--- src/rtl/mm4_pkg.sv ---
// ----------------------------------------------------------------------------
// mm4_pkg: shared definitions of the 4x4 fixed-point matrix multiplier
// Action codes, default sizes and the controller-to-datapath command.
// ----------------------------------------------------------------------------
package mm4_pkg;

  localparam int DIM_DEFAULT       = 4;
  localparam int FRAC_BITS_DEFAULT = 16;
  localparam int VALUE_W           = 32;
  localparam int ACTION_W          = 2;

  typedef enum logic [ACTION_W-1:0] {
    ACT_LOAD_A  = 2'd0,
    ACT_LOAD_B  = 2'd1,
    ACT_COMPUTE = 2'd2
  } action_t;

  // Command from the controller to the datapath for one cycle.
  typedef struct packed {
    logic wr_a;       // write element of A from the input transaction
    logic wr_b;       // write element of B from the input transaction
    logic issue;      // read one A/B pair into the multiply pipeline
    logic first_k;    // first term of a product element
    logic last_k;     // final term of a product element
    logic last_elem;  // term belongs to the final product element
  } mm4_cmd_t;

endpackage

--- src/rtl/mm4_ctrl.sv ---
// ----------------------------------------------------------------------------
// mm4_ctrl: sequencer of the matrix multiplier
// Decodes input transactions and steps the element and term counters.
// ----------------------------------------------------------------------------
module mm4_ctrl #(
  parameter int  DIM       = mm4_pkg::DIM_DEFAULT,
  localparam int NUM_ELEMS = DIM * DIM,
  localparam int IDX_W     = $clog2(NUM_ELEMS)
) (
  input  logic                          clk,
  input  logic                          rst_n,
  input  logic                          in_tvalid,
  output logic                          in_tready,
  input  logic [mm4_pkg::ACTION_W-1:0]  in_action,
  input  logic [IDX_W-1:0]              in_index,
  input  logic                          advance,
  output mm4_pkg::mm4_cmd_t             cmd,
  output logic [IDX_W-1:0]              addr_a,
  output logic [IDX_W-1:0]              addr_b,
  output logic [IDX_W-1:0]              elem_idx
);
  import mm4_pkg::*;

  localparam int K_W = $clog2(DIM);

  typedef enum logic [1:0] {
    ST_IDLE = 2'b01,
    ST_RUN  = 2'b10
  } state_t;

  state_t           state_r, state_nxt;
  logic [K_W-1:0]   k_r, k_nxt;
  logic [K_W-1:0]   row_r, row_nxt;
  logic [K_W-1:0]   col_r, col_nxt;
  logic [IDX_W-1:0] e_r, e_nxt;
  logic             idx_ok;

  assign idx_ok   = ({1'b0, in_index} < (IDX_W+1)'(NUM_ELEMS));
  assign addr_a   = IDX_W'(int'(k_r) * DIM + int'(row_r));
  assign addr_b   = IDX_W'(int'(col_r) * DIM + int'(k_r));
  assign elem_idx = e_r;

  always_comb begin
    state_nxt     = state_r;
    k_nxt         = k_r;
    row_nxt       = row_r;
    col_nxt       = col_r;
    e_nxt         = e_r;
    cmd           = '0;
    cmd.first_k   = (k_r == '0);
    cmd.last_k    = (k_r == K_W'(DIM - 1));
    cmd.last_elem = (e_r == IDX_W'(NUM_ELEMS - 1));
    in_tready     = (state_r == ST_IDLE);
    unique case (state_r)
      ST_IDLE: begin
        if (in_tvalid) begin
          cmd.wr_a = (in_action == ACT_LOAD_A) && idx_ok;
          cmd.wr_b = (in_action == ACT_LOAD_B) && idx_ok;
          if (in_action == ACT_COMPUTE) begin
            state_nxt = ST_RUN;
          end
        end
      end
      ST_RUN: begin
        if (advance) begin
          cmd.issue = 1'b1;
          if (cmd.last_k) begin
            k_nxt = '0;
            if (cmd.last_elem) begin
              e_nxt     = '0;
              state_nxt = ST_IDLE;
            end else begin
              e_nxt = e_r + 1'b1;
            end
            if (row_r == K_W'(DIM - 1)) begin
              row_nxt = '0;
              col_nxt = (col_r == K_W'(DIM - 1)) ? '0 : col_r + 1'b1;
            end else begin
              row_nxt = row_r + 1'b1;
            end
          end else begin
            k_nxt = k_r + 1'b1;
          end
        end
      end
      default: begin
        state_nxt = ST_IDLE;
      end
    endcase
  end

  always_ff @(posedge clk) begin
    if (!rst_n) begin
      state_r <= ST_IDLE;
      k_r     <= '0;
      row_r   <= '0;
      col_r   <= '0;
      e_r     <= '0;
    end else begin
      state_r <= state_nxt;
      k_r     <= k_nxt;
      row_r   <= row_nxt;
      col_r   <= col_nxt;
      e_r     <= e_nxt;
    end
  end

endmodule

--- src/rtl/mm4_datapath.sv ---
// ----------------------------------------------------------------------------
// mm4_datapath: element stores, multiply-accumulate pipeline and output
// Read, multiply, accumulate, then shift, saturate and hold the result.
// ----------------------------------------------------------------------------
module mm4_datapath #(
  parameter int  DIM           = mm4_pkg::DIM_DEFAULT,
  parameter int  FRACTION_BITS = mm4_pkg::FRAC_BITS_DEFAULT,
  localparam int NUM_ELEMS     = DIM * DIM,
  localparam int IDX_W         = $clog2(NUM_ELEMS)
) (
  input  logic                                clk,
  input  logic                                rst_n,
  input  mm4_pkg::mm4_cmd_t                   cmd,
  input  logic [IDX_W-1:0]                    addr_a,
  input  logic [IDX_W-1:0]                    addr_b,
  input  logic [IDX_W-1:0]                    elem_idx,
  input  logic [IDX_W-1:0]                    in_index,
  input  logic signed [mm4_pkg::VALUE_W-1:0]  in_value,
  output logic                                advance,
  output logic                                out_valid,
  input  logic                                out_ready,
  output logic signed [mm4_pkg::VALUE_W-1:0]  out_value,
  output logic [IDX_W-1:0]                    out_index,
  output logic                                out_sat,
  output logic                                out_last
);
  import mm4_pkg::*;

  localparam int PROD_W = 2 * VALUE_W;
  localparam int ACC_W  = PROD_W + $clog2(DIM);
  localparam logic signed [ACC_W-1:0] SAT_MAX =
    {{(ACC_W-VALUE_W){1'b0}}, 1'b0, {(VALUE_W-1){1'b1}}};
  localparam logic signed [ACC_W-1:0] SAT_MIN =
    {{(ACC_W-VALUE_W){1'b1}}, 1'b1, {(VALUE_W-1){1'b0}}};

  logic signed [VALUE_W-1:0] mem_a [NUM_ELEMS];
  logic signed [VALUE_W-1:0] mem_b [NUM_ELEMS];

  // Stage 1: registered reads
  logic                      s1_v_r;
  logic signed [VALUE_W-1:0] a_q_r, b_q_r;
  logic                      s1_first_r, s1_lastk_r, s1_elast_r;
  logic [IDX_W-1:0]          s1_eidx_r;
  // Stage 2: product
  logic                      s2_v_r;
  logic signed [PROD_W-1:0]  s2_prod_r;
  logic                      s2_first_r, s2_lastk_r, s2_elast_r;
  logic [IDX_W-1:0]          s2_eidx_r;
  // Stage 3: accumulator
  logic                      s3_done_r;
  logic signed [ACC_W-1:0]   acc_r, acc_nxt;
  logic                      s3_elast_r;
  logic [IDX_W-1:0]          s3_eidx_r;
  // Output register
  logic                      out_valid_r;
  logic signed [VALUE_W-1:0] out_value_r, out_value_nxt;
  logic [IDX_W-1:0]          out_index_r;
  logic                      out_sat_r, out_sat_nxt;
  logic                      out_last_r;

  logic signed [ACC_W-1:0]   prod_ext;
  logic signed [ACC_W-1:0]   shifted;

  // The whole pipeline moves only while the output slot can take a result.
  assign advance = !out_valid_r || out_ready;

  always_ff @(posedge clk) begin
    if (cmd.wr_a) begin
      mem_a[in_index] <= in_value;
    end
    if (cmd.wr_b) begin
      mem_b[in_index] <= in_value;
    end
    if (advance && cmd.issue) begin
      a_q_r <= mem_a[addr_a];
      b_q_r <= mem_b[addr_b];
    end
  end

  assign prod_ext = {{(ACC_W-PROD_W){s2_prod_r[PROD_W-1]}}, s2_prod_r};
  assign acc_nxt  = s2_first_r ? prod_ext : acc_r + prod_ext;
  assign shifted  = acc_r >>> FRACTION_BITS;

  always_comb begin
    out_sat_nxt   = 1'b0;
    out_value_nxt = shifted[VALUE_W-1:0];
    if (shifted > SAT_MAX) begin
      out_value_nxt = SAT_MAX[VALUE_W-1:0];
      out_sat_nxt   = 1'b1;
    end else if (shifted < SAT_MIN) begin
      out_value_nxt = SAT_MIN[VALUE_W-1:0];
      out_sat_nxt   = 1'b1;
    end
  end

  always_ff @(posedge clk) begin
    if (!rst_n) begin
      s1_v_r      <= 1'b0;
      s2_v_r      <= 1'b0;
      s3_done_r   <= 1'b0;
      out_valid_r <= 1'b0;
    end else if (advance) begin
      s1_v_r      <= cmd.issue;
      s2_v_r      <= s1_v_r;
      s3_done_r   <= s2_v_r && s2_lastk_r;
      out_valid_r <= s3_done_r;
    end
  end

  always_ff @(posedge clk) begin
    if (advance) begin
      if (cmd.issue) begin
        s1_first_r <= cmd.first_k;
        s1_lastk_r <= cmd.last_k;
        s1_elast_r <= cmd.last_elem;
        s1_eidx_r  <= elem_idx;
      end
      if (s1_v_r) begin
        s2_prod_r  <= a_q_r * b_q_r;
        s2_first_r <= s1_first_r;
        s2_lastk_r <= s1_lastk_r;
        s2_elast_r <= s1_elast_r;
        s2_eidx_r  <= s1_eidx_r;
      end
      if (s2_v_r) begin
        acc_r      <= acc_nxt;
        s3_elast_r <= s2_elast_r;
        s3_eidx_r  <= s2_eidx_r;
      end
      if (s3_done_r) begin
        out_value_r <= out_value_nxt;
        out_sat_r   <= out_sat_nxt;
        out_index_r <= s3_eidx_r;
        out_last_r  <= s3_elast_r;
      end
    end
  end

  assign out_valid = out_valid_r;
  assign out_value = out_value_r;
  assign out_index = out_index_r;
  assign out_sat   = out_sat_r;
  assign out_last  = out_last_r;

endmodule

--- src/rtl/matrix_multiply_4x4_top.sv ---
// ----------------------------------------------------------------------------
// matrix_multiply_4x4_top: DIM x DIM signed Q16.16 matrix multiplier
// Loads elements of A and B one per transaction and streams out A times B.
// ----------------------------------------------------------------------------
// Usage: send load transactions (action 0 for A, 1 for B) with a column-major
// index col*DIM+row. A compute transaction (action 2) streams all DIM*DIM
// product elements in index order, the last one flagged on out_tlast, the
// clipped ones flagged on out_tuser. Each element is built one term per
// cycle while the output is not stalled, set by the single read port of each
// element store feeding one shared 32x32 multiplier; the last result passes
// the read, product, accumulator and output registers after its final term.
// The input is not ready while terms are issued; a stalled output holds the
// whole pipeline. Every element must be loaded before a compute reads it: the
// stores are not cleared by reset. Action 3 and load indexes beyond the
// matrix are dropped.
// ----------------------------------------------------------------------------
module matrix_multiply_4x4_top #(
  parameter int  DIM           = mm4_pkg::DIM_DEFAULT,
  parameter int  FRACTION_BITS = mm4_pkg::FRAC_BITS_DEFAULT,
  localparam int NUM_ELEMS     = DIM * DIM,
  localparam int IDX_W         = $clog2(NUM_ELEMS),
  localparam int DATA_W        = ((IDX_W + mm4_pkg::VALUE_W + 7) / 8) * 8
) (
  input  logic                          clk,
  input  logic                          rst_n,
  // Input channel
  input  logic                          in_tvalid,
  output logic                          in_tready,
  input  logic [DATA_W-1:0]             in_tdata,  // elem_index, elem_value, zero pad
  input  logic [mm4_pkg::ACTION_W-1:0]  in_tuser,  // action
  // Result channel
  output logic                          out_tvalid,
  input  logic                          out_tready,
  output logic [DATA_W-1:0]             out_tdata, // prod_value, prod_index, zero pad
  output logic [0:0]                    out_tuser, // saturated
  output logic                          out_tlast
);
  import mm4_pkg::*;

  mm4_cmd_t                  cmd;
  logic                      advance;
  logic [IDX_W-1:0]          addr_a, addr_b, elem_idx;
  logic [IDX_W-1:0]          in_index;
  logic signed [VALUE_W-1:0] in_value;
  logic signed [VALUE_W-1:0] out_value;
  logic [IDX_W-1:0]          out_index;
  logic                      out_sat;

  // Unpack the input transaction.
  assign in_index = in_tdata[IDX_W-1:0];
  assign in_value = in_tdata[IDX_W +: VALUE_W];

  mm4_ctrl #(
    .DIM (DIM)
  ) u_ctrl (
    .clk       (clk),
    .rst_n     (rst_n),
    .in_tvalid (in_tvalid),
    .in_tready (in_tready),
    .in_action (in_tuser),
    .in_index  (in_index),
    .advance   (advance),
    .cmd       (cmd),
    .addr_a    (addr_a),
    .addr_b    (addr_b),
    .elem_idx  (elem_idx)
  );

  mm4_datapath #(
    .DIM           (DIM),
    .FRACTION_BITS (FRACTION_BITS)
  ) u_datapath (
    .clk       (clk),
    .rst_n     (rst_n),
    .cmd       (cmd),
    .addr_a    (addr_a),
    .addr_b    (addr_b),
    .elem_idx  (elem_idx),
    .in_index  (in_index),
    .in_value  (in_value),
    .advance   (advance),
    .out_valid (out_tvalid),
    .out_ready (out_tready),
    .out_value (out_value),
    .out_index (out_index),
    .out_sat   (out_sat),
    .out_last  (out_tlast)
  );

  // Pack the result transaction, value in the lowest bits.
  assign out_tdata = {{(DATA_W-IDX_W-VALUE_W){1'b0}}, out_index, out_value};
  assign out_tuser = out_sat;

endmodule

--- config.mk ---
export PLATFORM = sky130hd
export DESIGN_NAME = matrix_multiply_4x4_top
export DESIGN_NICKNAME = d
export VERILOG_FILES = /design/src/rtl/mm4_pkg.sv /design/src/rtl/mm4_ctrl.sv /design/src/rtl/mm4_datapath.sv /design/src/rtl/matrix_multiply_4x4_top.sv
export SDC_FILE = /design/constraint.sdc
export NUM_CORES = 2
export LEC_CHECK = 0
export BUFFER_PORTS_ARGS = -buffer_cell sky130_fd_sc_hd__buf_2
export CAP_MARGIN = 15
export CORE_MARGIN = 2
export CORE_UTILIZATION = 58
export CTS_BUF_LIST = sky130_fd_sc_hd__clkbuf_2
export DETAILED_ROUTE_END_ITERATION = 10
export GPL_TIMING_DRIVEN = 0
export PLACE_DENSITY = 0.79
export REMOVE_ABC_BUFFERS = 1
export SYNTH_ARGS = -nofsm -noshare
export SYNTH_HDL_FRONTEND = slang
export SYNTH_SLANG_ARGS = --single-unit
export TNS_END_PERCENT = 30
--- constraint.sdc ---
create_clock -name clk -period 9.1 [get_ports clk]
set_input_delay 0.455 -clock clk [delete_from_list [all_inputs] [get_ports clk]]
set_output_delay 0.455 -clock clk [all_outputs]
set_load 0.05 [all_outputs]
# Yosys cells after proc, flatten, opt, wreduce, memory -nomap -nowiden
# Memory sizes are Yosys's and may differ from the RTL's. A register that Yosys moved wholly into a read port is not among the register bits.
# Cells that the tools add are included.
[op_classes] n_addsub=7 multipliers=1 order_cmp=2 n_eq_ne=13 muxes=21 n_reduce_logical=14
[op_table] operator="adder 66 x 64 -> 66 bit" n=1
[op_table] operator="2-to-1 mux 66 bit" n=1
[op_table] operator="multiplier 32 x 32 -> 64 bit" n=1
[op_table] operator="> comparator 50 x 32 -> 1 bit, second input constant" n=1
[op_table] operator="less-than comparator 50 x 32 -> 1 bit, second input constant" n=1
[op_table] operator="2-to-1 mux 32 bit" n=1
[op_table] operator="2-to-1 mux 2 bit" n=10
[op_table] operator="equality test 2 bit, second input constant" n=5
[op_table] operator="AND reduction 2 bit" n=5
[op_table] operator="adder 4 x 2 -> 4 bit" n=2
[op_table] operator="!= test 2 x 1 -> 1 bit, second input constant" n=4
[op_table] operator="2-to-1 mux 1 bit" n=7
[op_table] operator="adder 2 x 1 -> 2 bit, second input constant" n=3
[op_table] operator="AND reduction 5 bit" n=1
[op_table] operator="adder 4 x 1 -> 4 bit, second input constant" n=1
[op_table] operator="equality test 2 x 1 -> 1 bit, second input constant" n=2
[op_table] operator="equality test 4 bit, second input constant" n=1
[op_table] operator="logical NOT 2 bit" n=2
[op_table] operator="2-to-1 mux 4 bit" n=1
[op_table] operator="one-hot mux 2 bit (2 select lines)" n=1
[op_table] operator="AND reduction 4 bit" n=1
[op_table] operator="AND reduction 3 bit" n=1
[op_table] operator="logical AND 1 bit" n=2
[op_table] operator="!= test 2 bit, second input constant" n=1
[op_table] operator="2 further kinds" n=2
[totals] register_bits=203 ram_bits=1024 in_bits=46 out_inout_bits=44 mem_count=2
[mem_list] name="u_datapath.mem_a" words=16 word_bits=32 read_ports=1 rd_clocked_by_memory_dff=1 write_ports=1 line="mm4_datapath.sv:36" text="logic signed [VALUE_W-1:0] mem_a [NUM_ELEMS];"
[mem_list] name="u_datapath.mem_b" words=16 word_bits=32 read_ports=1 rd_clocked_by_memory_dff=1 write_ports=1 line="mm4_datapath.sv:37" text="logic signed [VALUE_W-1:0] mem_b [NUM_ELEMS];"

# Depth between registers and ports, before layout
[depth] word_depth=5 mapped_depth=29 mapped_depth_nobuf=27

# By module
# From an unflattened synthesis, not the netlist that was laid out.
[hier_totals] hier_cells=6468 area_unflattened_um2=87646.6
[by_module_without_submodules] mod="mm4_datapath" instances=1 cells_per_inst=6391 area_per_inst_um2=86995.9 seq_area_each_um2=38366.8
[by_module_without_submodules] mod="mm4_ctrl" instances=1 cells_per_inst=72 area_per_inst_um2=616.8 seq_area_each_um2=240.2
[by_module_without_submodules] mod="matrix_multiply_4x4_top" instances=1 cells_per_inst=5 area_per_inst_um2=33.8 seq_area_each_um2=0.0

# Worst setup path before layout
# No wires, ideal clock.
[synth_path] path_type="register to register" startpoint="reg u_datapath.a_q_r[31], read port of u_datapath.mem_a" endpoint="reg u_datapath.s2_prod_r[62] (data pin)" setup_ps=262 arrival_time_ps=7678 required_ps=8838 slack_ps=1160 path_stages_with_launch=27 n_path_buf=2 cell_sequence="edfxtp_1 > clkbuf_1 > nand2_1 > inv_1 > fa_1 > fa_1 > fa_1 > inv_1 > fa_1 > inv_1 > fa_1 > fa_1 > inv_1 > fa_1 > fa_1 > inv_1 > ha_1 > clkbuf_1 > a21oi_1 > o21ai_0 > a21o_1 > a21o_1 > a21oi_1 > nor2_1 > a2111oi_0 > o21bai_1 > xor2_1"
[synth_between] elab_chain_cells=1
[synth_lines] item="start: declaration" line="mm4_datapath.sv:41" text="logic signed [VALUE_W-1:0] a_q_r, b_q_r;"
[synth_lines] item="multiplier 32 x 32 -> 64 bit" line="mm4_datapath.sv:119" text="s2_prod_r <= a_q_r * b_q_r;"
[synth_lines] item="end signal: assignment" line="mm4_datapath.sv:119"
[synth_lines] item="end: declaration" line="mm4_datapath.sv:46" text="logic signed [PROD_W-1:0] s2_prod_r;"
# Every way passes these cells.
# A chain may end at the register's enable or synchronous reset.

# Final worst setup path
[layout_path] startpoint="reg u_datapath.b_q_r[9], read port of u_datapath.mem_b" endpoint="reg u_datapath.s2_prod_r[62] (data pin)"
[layout_between] elab_chain_cells=1
[layout_lines] item="start: declaration" line="mm4_datapath.sv:41"
[layout_lines] item="multiplier 32 x 32 -> 64 bit" line="mm4_datapath.sv:119"
# Every way passes these cells.

==> flow_summary_export.csv <==
group,metric,value,unit
finish,fin_nets,8204,
pwr,clkPwrFrac,0.298,
synthesis,yosysTopAreaCellShare,0.436,
placed_design,dpl_cell_area,92500,um2
cts,numCtsBuffers,318,
synthesis,ys_seq_area_frac,0.440,
pwr,p_leak,38.6,nW
pwr,sw_frac_of_total,0.292,
finish,final_util,0.645,
synthesis,yosysUniqueCellTypes,79,
grt,antenna_found_initial,18,
synthesis,yosys-top-cells-area,"edfxtp_1 (44%), fa_1 (25%), mux4_2 (8.2%), inv_1 (4.3%), and2_1 (3.8%)",
pwr,vdd_ir_drop_max,0.155,mV
drt,vias,54300,
placed_design,portBuffers,81,
synthesis,yosysTopAreaCell,"edfxtp_1",
finish,drive_above_1_share,0.161,
drt,vias_per_cell,5.99,
die,num_rows,142,
sta,hold_viol,0,
grt,grt_max_degree,69,
grt,grt_usage,0.301,
synthesis,synth_seq_cells,1291,
critical_path,cp-end-kind,"register",
pwr,seq_power_share,0.522,
placed_design,post-dp-hpwl,152,mm
die,die_area,154000,um2
sta,fmax,0.114,GHz
die,fp.dieH,393,um
drt,wire_per_inst,25.0,um
cts,clk_path_buf_depth,4,
cts,insertion_delay,1660,ps
critical_path,critical_path_arrival,10120,ps
sta,drv_slew,0,
grt,grt_pass1_wl,346,mm
synthesis,ys.warnings.count,0,
pwr,pwr_density_cell,131,nW/um2
finish,fillCellCount,10500,
sta,clock-skew-final,253,ps
pwr,p_int,9.00,mW
drt,ant_nets,0,
synthesis,synthTopCellsByCount,"edfxtp_1 (1275), fa_1 (1083), inv_1 (1014)",
critical_path,required,10440,ps
sta,rsz0062_at_grt,"false",
placed_design,dp.cells,8392,
finish,final_area,96800,um2
die,floorplan.initialDensity,0.585,
synthesis,synth_cells,6487,
synthesis,synth_flop_cell,"edfxtp_1",
critical_path,cp-start-kind,"register",
sta,min_period,8780,ps
cts,clk_pin_slew,150,ps
pwr,p_switching,3.71,mW
status,status,"finished, final reports clean",
pwr,comb_power_share,0.180,
sta,period_share,0.965,
synthesis,synthArstFlopShare,0,
synthesis,synth_edf_count,1275,
synthesis,syn_area,87800,um2
worst_hold_path,hold_class,"input port to register",
cts,clock_sink_count,1291,
sta,tightest_slew,1220,ps
sta,slew_headroom,0.183,
critical_path,worstSetupPathType,"register to register",
drt,drcViolationCount,0,
drt,wirelength,226,mm
placed_design,place_congestion,0.895,
critical_path,critPathMaxFanout,21,
die,io_pins,90,
cts,root_buffer,"clkbuf_2",
die,coreArea,150000,um2
cts,cts_tree,"done",
drt,firstDrtPassIters,6,
die,fp.dieW,393,um
sta,setup_viol,0,
sta,fin_hold_ws,155,ps
grt,grt_pass1_vias,58500,
grt,overflow,0,
finish,finalNonFillerCells,9060,
cts,htree_levels,5,
synthesis,synth_most_common_cell,"edfxtp_1",
finish,area_delta_synth_final,10.2,%
flow_run,drv_cap,0,
drt,drt_iter0_drc,6069,
synthesis,syn_avg_cell_area,13.5,um2
sequential cells by signal, summed over array words and instances (netlist names), 32 cells and up:
name                  cells
u_datapath.s2_prod_r     64
u_datapath.a_q_r         32
u_datapath.mem_a        512
u_datapath.mem_b        512
u_datapath.out_value     32
u_datapath.acc_r         66
u_datapath.b_q_r         32
cells by family after synthesis:
family                   synth area share
adder cells (fa/ha/maj)             0.283
flip-flops                          0.440
AO/OA/AOI/OAI                      0.0370
other                           0.0000427
AND/OR/NAND/NOR                    0.0866
XOR/XNOR                           0.0127
multiplexers                       0.0828
buffers and inverters              0.0577
final cells by class:
type | instances | area [um2] | area share
clock buffer | 469 | 2350 | 0.0243
antenna | 10 | 25.0 | 0.000259
tap | 2016 | 2520 | 0.0261
inverter | 1016 | 3820 | 0.0395
clock inverter | 64 | 332 | 0.00343
sequential | 1291 | 38600 | 0.399
multi-input combinational | 3856 | 44300 | 0.458
timing repair buffer | 338 | 4730 | 0.0489
per-layer routing:
layer,routed length [um],vias to the layer above,GRT usage
li1,-,22500,-
met3,24900,708,0.0772
met1,81100,27400,0.387
met2,111000,3603,0.491
met4,9440,22,0.130
met5,141,-,0
timing repair:
action / in CTS / in global routing
gates resized for setup: 1 / 3
endpoints found under the hold margin: 2285 / 0
hold buffers: 88 / 0
buffers inserted: 11 / 11
setup endpoints to repair: 6 / 7
cells in the final DEF (no fill, tap or decap), types with 15 or more instances in the layout:
cell type / instances
buf_6: 30
inv_1: 1012
fa_1: 1081
buf_4: 15
nor3_1: 21
clkbuf_2: 469
edfxtp_1: 1275
dlygate4sd3_1: 88
o21ai_1: 26
and2_1: 524
nor2_1: 165
xor2_1: 50
buf_16: 76
a21oi_1: 149
a21o_1: 98
o21ai_0: 106
buf_12: 33
nand4_1: 27
o21bai_1: 17
nand2_1: 641
nor2b_1: 18
xnor2_1: 77
a31oi_1: 19
nand3_1: 39
nand2b_1: 25
clkinv_1: 49
nor2_4: 25
mux4_2: 320
ha_1: 254
buf_2: 81
worst max-delay path, stage by stage, from the launching register on:
cell	delay, ps
edfxtp_1	800
buf_16	250
nand2_1	110
fa_1	630
fa_1	930
inv_1	120
fa_1	530
inv_1	410
fa_1	530
fa_1	590
fa_1	430
fa_1	470
fa_1	510
inv_1	40
ha_1	370
a21oi_1	220
o21ai_0	150
a21o_1	210
a21o_1	170
a21oi_1	160
nor2_1	80
a2111oi_0	440
o21bai_1	170
xor2_1	170
stage by stage:
step / power (mW) / setup TNS, ps / setup WS (ps)
6_report: 12.7 / 0 / 320
2_1_floorplan: 8.38 / 0 / 495
5_1_grt: 13.3 / 0 / 10.0
3_3_place_gp: 8.90 / -137040 / -4060
3_5_place_dp: 8.97 / -1320 / -487
4_1_cts: 12.6 / -14.4 / -14.4
power groups by stage:
stage                     sequential [mW]  clock, mW  combinational (mW)
after floorplan                      6.77          0                1.60
final                                6.64       3.79                2.28
after global placement               6.78          0                2.12
after CTS                            6.64       3.75                2.24
after global routing                 6.64       4.11                2.55
after detailed placement             6.77          0                2.20
worst paths after layout:
check | from | end | slack, ps | cells after the start
setup / recovery | u_datapath.b_q_r[9] | u_datapath.s2_prod_r[62] | 320 | 23
hold / removal | in_tdata[2] | u_datapath.mem_b[15][5] | 160 | 4
setup reg to reg | u_datapath.b_q_r[9] | u_datapath.s2_prod_r[62] | 320 | 23
hold reg to reg | u_datapath.s3_elast_r | u_datapath.out_last | 410 | 0
No activity file was read; power rests on OpenSTA's default activity.
